--- src/rtl/assert_macros.svh ---
// assertion macros shared by the loader rtl
`ifndef ASSERT_MACROS_SVH
`define ASSERT_MACROS_SVH

`ifndef SYNTHESIS

`define ASSERT_PROP(label, clk, rstn, prop) \
    label: assert property (@(posedge clk) disable iff (!rstn) prop) \
        else $error("assertion failed");

`define ASSERT_NEVER(label, clk, rstn, cond) \
    label: assert property (@(posedge clk) disable iff (!rstn) !(cond)) \
        else $error("assertion failed");

`else

`define ASSERT_PROP(label, clk, rstn, prop)

`define ASSERT_NEVER(label, clk, rstn, cond)

`endif

`endif

--- src/rtl/ihex_pkg.sv ---
// types and constants of the hex record loader
package ihex_pkg;

    localparam int ADDR_BITS   = 16;
    localparam int QUEUE_DEPTH = 2;

    localparam logic [7:0] CH_COLON   = 8'h3A;
    localparam logic [7:0] CH_LF      = 8'h0A;
    localparam logic [7:0] CH_ZERO    = 8'h30;
    localparam logic [7:0] CH_LOWER_A = 8'h61;
    localparam logic [7:0] CH_LOWER_F = 8'h66;
    localparam logic [7:0] CH_UPPER_A = 8'h41;
    localparam logic [7:0] CH_UPPER_F = 8'h46;
    localparam logic [7:0] DIGIT_TEN  = 8'd10;

    localparam logic [2:0] HDR_LAST_DIGIT = 3'd7;

    localparam logic [7:0] REC_DATA = 8'h00;
    localparam logic [7:0] REC_EOF  = 8'h01;

    typedef enum logic [1:0] {
        KIND_WRITE  = 2'd0,
        KIND_DONE   = 2'd1,
        KIND_FORMAT = 2'd2,
        KIND_TYPE   = 2'd3
    } kind_t;

    typedef struct packed {
        logic       operation;
        logic [7:0] char_byte;
    } in_beat_t;

    typedef struct packed {
        logic [1:0]           result_kind;
        logic [ADDR_BITS-1:0] write_address;
        logic [7:0]           write_data;
    } out_beat_t;

    // classified character handed from front to back
    typedef struct packed {
        logic       eoi;
        logic       is_colon;
        logic       is_lf;
        logic [3:0] digit;
    } cls_t;

endpackage

--- src/rtl/ihex_front.sv ---
// front stage: accepts input beats and classifies each character
module ihex_front (
    input  logic              aclk,
    input  logic              aresetn,
    input  logic              s_valid,
    output logic              s_ready,
    input  ihex_pkg::in_beat_t s_data,
    output logic              f_valid,
    input  logic              f_ready,
    output ihex_pkg::cls_t    f_item
);

    logic           f_valid_reg;
    logic           f_valid_next;
    ihex_pkg::cls_t f_item_reg;
    ihex_pkg::cls_t f_item_next;
    logic [7:0]     c;
    logic [7:0]     dval;

    assign c       = s_data.char_byte;
    assign s_ready = !f_valid_reg || f_ready;

    always_comb begin
        if (c inside {[ihex_pkg::CH_LOWER_A:ihex_pkg::CH_LOWER_F]}) begin
            dval = c - ihex_pkg::CH_LOWER_A + ihex_pkg::DIGIT_TEN;
        end else if (c inside {[ihex_pkg::CH_UPPER_A:ihex_pkg::CH_UPPER_F]}) begin
            dval = c - ihex_pkg::CH_UPPER_A + ihex_pkg::DIGIT_TEN;
        end else begin
            // anything else keeps the low nibble of its offset from '0'
            dval = c - ihex_pkg::CH_ZERO;
        end
    end

    always_comb begin
        f_valid_next = f_valid_reg;
        f_item_next  = f_item_reg;
        if (f_ready) begin
            f_valid_next = 1'b0;
        end
        if (s_valid && s_ready) begin
            f_valid_next         = 1'b1;
            f_item_next.eoi      = s_data.operation;
            f_item_next.is_colon = (c == ihex_pkg::CH_COLON);
            f_item_next.is_lf    = (c == ihex_pkg::CH_LF);
            f_item_next.digit    = dval[3:0];
        end
    end

    always_ff @(posedge aclk) begin
        if (!aresetn) begin
            f_valid_reg <= 1'b0;
        end else begin
            f_valid_reg <= f_valid_next;
        end
        f_item_reg <= f_item_next;
    end

    assign f_valid = f_valid_reg;
    assign f_item  = f_item_reg;

endmodule

--- src/rtl/ihex_queue.sv ---
// short queue of classified characters between front and back
`include "assert_macros.svh"

module ihex_queue #(
    parameter int DEPTH = ihex_pkg::QUEUE_DEPTH
) (
    input  logic           aclk,
    input  logic           aresetn,
    input  logic           in_valid,
    output logic           in_ready,
    input  ihex_pkg::cls_t in_item,
    output logic           out_valid,
    input  logic           out_ready,
    output ihex_pkg::cls_t out_item
);

    localparam int PTR_W = (DEPTH > 1) ? $clog2(DEPTH) : 1;
    localparam int CNT_W = $clog2(DEPTH + 1);

    ihex_pkg::cls_t   slot_reg [DEPTH];
    logic [PTR_W-1:0] wr_ptr_reg;
    logic [PTR_W-1:0] wr_ptr_next;
    logic [PTR_W-1:0] rd_ptr_reg;
    logic [PTR_W-1:0] rd_ptr_next;
    logic [CNT_W-1:0] count_reg;
    logic [CNT_W-1:0] count_next;
    logic             push;
    logic             pop;

    assign in_ready  = (count_reg != CNT_W'(DEPTH));
    assign out_valid = (count_reg != '0);
    assign out_item  = slot_reg[rd_ptr_reg];
    assign push      = in_valid && in_ready;
    assign pop       = out_valid && out_ready;

    always_comb begin
        wr_ptr_next = wr_ptr_reg;
        rd_ptr_next = rd_ptr_reg;
        count_next  = count_reg;
        if (push) begin
            wr_ptr_next = (wr_ptr_reg == PTR_W'(DEPTH - 1)) ? '0 : wr_ptr_reg + 1'b1;
        end
        if (pop) begin
            rd_ptr_next = (rd_ptr_reg == PTR_W'(DEPTH - 1)) ? '0 : rd_ptr_reg + 1'b1;
        end
        if (push && !pop) begin
            count_next = count_reg + 1'b1;
        end else if (pop && !push) begin
            count_next = count_reg - 1'b1;
        end
    end

    always_ff @(posedge aclk) begin
        if (!aresetn) begin
            wr_ptr_reg <= '0;
            rd_ptr_reg <= '0;
            count_reg  <= '0;
        end else begin
            wr_ptr_reg <= wr_ptr_next;
            rd_ptr_reg <= rd_ptr_next;
            count_reg  <= count_next;
        end
        if (push) begin
            slot_reg[wr_ptr_reg] <= in_item;
        end
    end

    `ASSERT_NEVER(a_count_in_range, aclk, aresetn, count_reg > CNT_W'(DEPTH))
    `ASSERT_PROP(a_push_pop_balance, aclk, aresetn,
        (push && pop) |=> (count_reg == $past(count_reg)))

endmodule

--- src/rtl/ihex_back.sv ---
// back end: record state machine that turns characters into results
`include "assert_macros.svh"

module ihex_back (
    input  logic                aclk,
    input  logic                aresetn,
    input  logic                q_valid,
    output logic                q_ready,
    input  ihex_pkg::cls_t      q_item,
    output logic                m_valid,
    input  logic                m_ready,
    output ihex_pkg::out_beat_t m_data
);

    localparam int AW = ihex_pkg::ADDR_BITS;

    typedef enum logic [2:0] {
        PH_COLON,
        PH_HEADER,
        PH_DATA,
        PH_SKIP,
        PH_HALT
    } phase_t;

    phase_t              phase_reg;
    phase_t              phase_next;
    logic [2:0]          hdr_cnt_reg;
    logic [2:0]          hdr_cnt_next;
    logic [31:0]         hdr_shift_reg;
    logic [31:0]         hdr_shift_next;
    logic [7:0]          bytes_left_reg;
    logic [7:0]          bytes_left_next;
    logic [AW-1:0]       next_addr_reg;
    logic [AW-1:0]       next_addr_next;
    logic [3:0]          high_nib_reg;
    logic [3:0]          high_nib_next;
    logic                nib_pend_reg;
    logic                nib_pend_next;
    logic                m_valid_reg;
    logic                m_valid_next;
    ihex_pkg::out_beat_t m_data_reg;
    ihex_pkg::out_beat_t m_data_next;

    logic                pop;
    logic                emit;
    ihex_pkg::kind_t     emit_kind;
    logic [31:0]         shift_in;
    logic [7:0]          rec_count;
    logic [7:0]          rec_type;
    logic [7:0]          bytes_dec;

    assign q_ready   = !m_valid_reg || m_ready;
    assign pop       = q_valid && q_ready;
    assign shift_in  = {hdr_shift_reg[27:0], q_item.digit};
    assign rec_count = shift_in[31:24];
    assign rec_type  = shift_in[7:0];
    assign bytes_dec = bytes_left_reg - 8'd1;

    always_comb begin
        phase_next      = phase_reg;
        hdr_cnt_next    = hdr_cnt_reg;
        hdr_shift_next  = hdr_shift_reg;
        bytes_left_next = bytes_left_reg;
        next_addr_next  = next_addr_reg;
        high_nib_next   = high_nib_reg;
        nib_pend_next   = nib_pend_reg;
        emit            = 1'b0;
        emit_kind       = ihex_pkg::KIND_DONE;
        m_data_next     = m_data_reg;

        if (pop) begin
            if (q_item.eoi || (phase_reg == PH_SKIP && q_item.is_lf)) begin
                // back to line start
                phase_next      = PH_COLON;
                hdr_cnt_next    = '0;
                hdr_shift_next  = '0;
                bytes_left_next = '0;
                next_addr_next  = '0;
                high_nib_next   = '0;
                nib_pend_next   = 1'b0;
                emit            = q_item.eoi && (phase_reg inside
                                  {PH_COLON, PH_HEADER, PH_DATA, PH_SKIP});
                emit_kind       = ihex_pkg::KIND_DONE;
            end else begin
                case (phase_reg)
                    PH_COLON: begin
                        if (q_item.is_colon) begin
                            phase_next     = PH_HEADER;
                            hdr_cnt_next   = '0;
                            hdr_shift_next = '0;
                        end else begin
                            phase_next = PH_HALT;
                            emit       = 1'b1;
                            emit_kind  = ihex_pkg::KIND_FORMAT;
                        end
                    end
                    PH_HEADER: begin
                        hdr_shift_next = shift_in;
                        if (hdr_cnt_reg != ihex_pkg::HDR_LAST_DIGIT) begin
                            hdr_cnt_next = hdr_cnt_reg + 3'd1;
                        end else begin
                            hdr_cnt_next = '0;
                            if (rec_type == ihex_pkg::REC_DATA) begin
                                bytes_left_next = rec_count;
                                next_addr_next  = shift_in[8 +: AW];
                                nib_pend_next   = 1'b0;
                                phase_next      = (rec_count == 8'd0) ? PH_SKIP : PH_DATA;
                            end else begin
                                phase_next = PH_HALT;
                                emit       = 1'b1;
                                emit_kind  = (rec_type == ihex_pkg::REC_EOF) ?
                                             ihex_pkg::KIND_DONE : ihex_pkg::KIND_TYPE;
                            end
                        end
                    end
                    PH_DATA: begin
                        if (!nib_pend_reg) begin
                            high_nib_next = q_item.digit;
                            nib_pend_next = 1'b1;
                        end else begin
                            nib_pend_next   = 1'b0;
                            next_addr_next  = next_addr_reg + 1'b1;
                            bytes_left_next = bytes_dec;
                            if (bytes_dec == 8'd0) begin
                                phase_next = PH_SKIP;
                            end
                            emit      = 1'b1;
                            emit_kind = ihex_pkg::KIND_WRITE;
                        end
                    end
                    default: begin
                        // skip phase without line feed, or halted
                    end
                endcase
            end
        end

        if (emit) begin
            m_data_next.result_kind = emit_kind;
            if (emit_kind == ihex_pkg::KIND_WRITE) begin
                m_data_next.write_address = next_addr_reg;
                m_data_next.write_data    = {high_nib_reg, q_item.digit};
            end else begin
                m_data_next.write_address = '0;
                m_data_next.write_data    = '0;
            end
        end

        m_valid_next = emit || (m_valid_reg && !m_ready);
    end

    always_ff @(posedge aclk) begin
        if (!aresetn) begin
            phase_reg      <= PH_COLON;
            hdr_cnt_reg    <= '0;
            hdr_shift_reg  <= '0;
            bytes_left_reg <= '0;
            next_addr_reg  <= '0;
            high_nib_reg   <= '0;
            nib_pend_reg   <= 1'b0;
            m_valid_reg    <= 1'b0;
        end else begin
            phase_reg      <= phase_next;
            hdr_cnt_reg    <= hdr_cnt_next;
            hdr_shift_reg  <= hdr_shift_next;
            bytes_left_reg <= bytes_left_next;
            next_addr_reg  <= next_addr_next;
            high_nib_reg   <= high_nib_next;
            nib_pend_reg   <= nib_pend_next;
            m_valid_reg    <= m_valid_next;
        end
        m_data_reg <= m_data_next;
    end

    assign m_valid = m_valid_reg;
    assign m_data  = m_data_reg;

    `ASSERT_PROP(a_nonwrite_zero_payload, aclk, aresetn,
        (m_valid_reg && m_data_reg.result_kind != ihex_pkg::KIND_WRITE) |->
        (m_data_reg.write_address == '0 && m_data_reg.write_data == '0))
    `ASSERT_PROP(a_halt_is_silent, aclk, aresetn,
        (phase_reg == PH_HALT && pop) |=>
        (m_valid_reg == ($past(m_valid_reg) && !$past(m_ready))))
    `ASSERT_PROP(a_hdr_count_idle, aclk, aresetn,
        (phase_reg != PH_HEADER) |-> (hdr_cnt_reg == '0))

endmodule

--- src/rtl/intel_hex_record_loader_top.sv ---
// top level of the hex record loader: front, queue and back end
//
//  port group          dir   beat payload
//  s_valid/s_ready     in    in_beat_t: operation, char_byte
//  m_valid/m_ready     out   out_beat_t: result_kind, write_address, write_data
//
//  one character per cycle sustained while m_ready is high; the back end's record state
//  update is the loop that sets this figure
//  an accepted beat reaches a result via the front reg, a queue slot and the output reg
//  reset is synchronous on aresetn; the block is ready on the first cycle after it
//  while m_ready is low the queue absorbs up to QUEUE_DEPTH beats plus the front register
module intel_hex_record_loader_top #(
    parameter int QUEUE_DEPTH = ihex_pkg::QUEUE_DEPTH
) (
    input  logic                aclk,
    input  logic                aresetn,
    input  logic                s_valid,
    output logic                s_ready,
    input  ihex_pkg::in_beat_t  s_data,
    output logic                m_valid,
    input  logic                m_ready,
    output ihex_pkg::out_beat_t m_data
);

    logic           f_valid;
    logic           f_ready;
    ihex_pkg::cls_t f_item;
    logic           q_valid;
    logic           q_ready;
    ihex_pkg::cls_t q_item;

    ihex_front u_front (
        .aclk    (aclk),
        .aresetn (aresetn),
        .s_valid (s_valid),
        .s_ready (s_ready),
        .s_data  (s_data),
        .f_valid (f_valid),
        .f_ready (f_ready),
        .f_item  (f_item)
    );

    ihex_queue #(
        .DEPTH (QUEUE_DEPTH)
    ) u_queue (
        .aclk      (aclk),
        .aresetn   (aresetn),
        .in_valid  (f_valid),
        .in_ready  (f_ready),
        .in_item   (f_item),
        .out_valid (q_valid),
        .out_ready (q_ready),
        .out_item  (q_item)
    );

    ihex_back u_back (
        .aclk    (aclk),
        .aresetn (aresetn),
        .q_valid (q_valid),
        .q_ready (q_ready),
        .q_item  (q_item),
        .m_valid (m_valid),
        .m_ready (m_ready),
        .m_data  (m_data)
    );

endmodule
--- config.mk ---
export PLATFORM = sky130hd
export DESIGN_NAME = intel_hex_record_loader_top
export DESIGN_NICKNAME = d
export VERILOG_FILES = /design/src/rtl/ihex_pkg.sv /design/src/rtl/ihex_front.sv /design/src/rtl/ihex_queue.sv /design/src/rtl/ihex_back.sv /design/src/rtl/intel_hex_record_loader_top.sv
export VERILOG_INCLUDE_DIRS = /design/src /design/src/rtl
export SDC_FILE = /design/constraint.sdc
export NUM_CORES = 1
export LEC_CHECK = 0
export BUFFER_PORTS_ARGS = -buffer_cell sky130_fd_sc_hd__buf_4
export CORE_AREA = 3 3 133 103
export CTS_CLUSTER_SIZE = 30
export DETAILED_ROUTE_END_ITERATION = 8
export DIE_AREA = 0 0 136 106
export SETUP_SLACK_MARGIN = 0.15
export SLEW_MARGIN = 20
export SYNTH_ARGS = -nofsm -noshare
export SYNTH_HDL_FRONTEND = slang
export SYNTH_SLANG_ARGS = --single-unit
--- constraint.sdc ---
create_clock -name aclk -period 4.7 [get_ports aclk]
set_clock_uncertainty 0.1 [all_clocks]
set_input_delay 0.47 -clock aclk [delete_from_list [all_inputs] [get_ports aclk]]
set_output_delay 0.47 -clock aclk [all_outputs]
set_load 0.005 [all_outputs]
==> impl_metrics.toml <==
[outcome]
outcome = "finished, final reports clean"

[floorplanning]
core_um2 = 12350
start_util_pct = 44.92
die_h_um = 106
num_rows = 35
num_io_pins = 41
die_w_um = 136
die_area_um2 = 14420

[cts]
hold_buffers = 0
clock_path_buffers = 2
clk_latency_ns = 0.41
cts_buffers = 17
cts_setup_buffers = 0
cts.clk_slew.worst_paths_ns = 0.06
cts_htree_levels = 4
cts_tree = "yes"
cts_root_buffer = "clkbuf_16"
cts_resized = 0
cts_sinks = 117

[worst_setup_path]
required_ns = 4.93
start_kind = "flop"
crit_path_max_fanout = 13
endpoint_kind = "flop"
cp_data_arrival_time_ns = 3.06
worst-setup-path-type = "flop to flop"

[synth]
syn_area_um2 = 5548
synthArstFlopShare_pct = 0
synth-seq-cells = 117
synth_top_cell_by_area = "edfxtp_1"
yosysSeqAreaShare_pct = 50.70
synth_ff_type = "dfxtp_1"
yosys_warnings = 0
synth_most_common_cell = "dfxtp_1"
syn-mean-instance-area_um2 = 10.01
synth_area_leaders = "edfxtp_1 (25%), dfxtp_1 (25%), a21oi_1 (4.8%)"
syn-num-nets = 577
yosys.area.top_type_share_pct = 25.44
synth_edf_count = 47
netlist_instances = 554
synth.distinct_cells = 70
ys_top_cells_by_count = "dfxtp_1 (70), a21oi_1 (53), nand2_1 (52), edfxtp_1 (47), nand3_1 (39)"

[cells_and_area]
drive_gt1_share_pct = 16.08
num_antenna_cells = 0
fin_nets = 607
fin_cells = 763
syn_to_final_growth_pct = 17.86
finalCoreUtilization_pct = 52.95
largest_register_ffs = 28

[timing]
finalSetupTns_ns = 0
postLayoutSetupSlackWorst_ns = 1.867
max_slew.worst_pin.slew_ns = 1.054
max_clock_freq_mhz = 353.0
min_period_ns = 2.833
slew_violations = 0
finalSetupViolations = 0
relSlewSlack_pct = 29.73
finalHoldViolations = 0
post-route-period-util_pct = 60.28
rsz0062_at_grt = "false"

[worst_hold_path]
hp-class = "input pin to flop"

[power_and_ir_drop]
ir_drop_v = 0.0002928
leakagePower_uw = 0.002355
p_per_area_nw_per_um2 = 520.3
totalPowerFinal_uw = 3402

[drt]
wl_per_cell_um = 18.19
drc = 0
vias_per_cell = 5.848
first_pass_iters = 5
vias = 4462
drtAntennaViolNets = 0
wirelength_um = 13880
drtIter0Drc = 526

[global_routing]
gr-total-overflow = 0
antenna_found_initial = 0
track_usage_pct = 20.19
grt_pass1_wl_um = 22650
first_global_vias = 4161
grt_max_degree = 49

[place]
place_ws_ns = 1.852
place_inst = 731
dp_hpwl_um = 9486
portBuffers = 40
gp_congestion = 0.9115

[run]
cap_violations = 0
-- worst paths after layout --
check,start,endpoint,slack [ns],depth (start not counted)
worst max-delay path,flop,u_back.next_addr_reg[15],1.87,5
worst min-delay path,s_data[8],u_front.f_item[6],0.14,1
worst max register to register,flop,u_back.next_addr_reg[15],1.87,5
worst min register to register,u_front.f_item[0],u_queue.slot_reg[0][0],0.35,0
-- cells by family after synthesis --
kind of cell               after synthesis  synth area share (%)
DFF                                    117                 50.70
muxes                                   11                 2.413
xor gates and xnor gates                 6                0.9474
buffers and inverters                   47                 3.901
adders and majority gates               10                 2.255
and+or+nand+nor                        218                 21.31
AOI/OAI and AO/OA                      145                 18.47
-- metrics by stage --
| stage | instance area [um^2] | hold WS (ns) |
|---|---|---|
| 2_1_floorplan | 5548 | 0.3215 |
| 3_3_place_gp | 5943 | 0.3227 |
| 3_5_place_dp | 5943 | 0.3350 |
| 4_1_cts | 6533 | 0.1230 |
| 5_1_grt | 6539 | 0.1152 |
| 6_report | 6539 | 0.1369 |
-- final cells by class --
cell class,instances,area (um^2)
clock buffers,18,429.2
inverters,13,48.80
repair buffers,45,337.8
fillers,1110,5811
well taps,166,207.7
multi-input cells,390,2542
clock inverters,14,160.2
flip-flops and latches,117,2813
-- layer usage --
layer	routed length [um]	vias up	global-route usage, %
met1	6755	2103	31.27
met2	5668	182	26.25
met3	1264	22	5.960
li1	-	2155	-
met4	194	0	6.835
met5	0	-	0
-- layout by cell type, fill, tap and decap left out, types with 4 or more instances in the layout --
cell         n
nor3b_1      7
nand2_1     52
inv_1       12
clkinvlp_4   4
edfxtp_1    47
and2_1       7
nor2_1      29
and4_1       4
o21ai_0      6
dfxtp_1     70
ha_1        10
buf_4       45
o21a_1       5
nor3_1      11
a21oi_1     53
o211ai_1    15
clkbuf_16   17
nand3_1     39
and3_1      30
mux2_2       6
o2bb2ai_1   24
a22oi_1      9
nor4_1       9
a221o_1      6
-- critical path, cell delays in order (launching register included) --
cell and delay (ns):
dfxtp_1 0.70, mux2_2 0.47, nor4_4 0.40, nand3_1 0.48, a311o_1 0.50, o211ai_1 0.08
-- power breakdown --
| group | switching, uW | total, uW | internal [uW] |
|---|---|---|---|
| Sequential | 92.6 | 1310 | 1220 |
| Combinational | 503 | 806 | 303 |
| Clock | 458 | 1280 | 827 |
(Power assumes the default switching activity.)
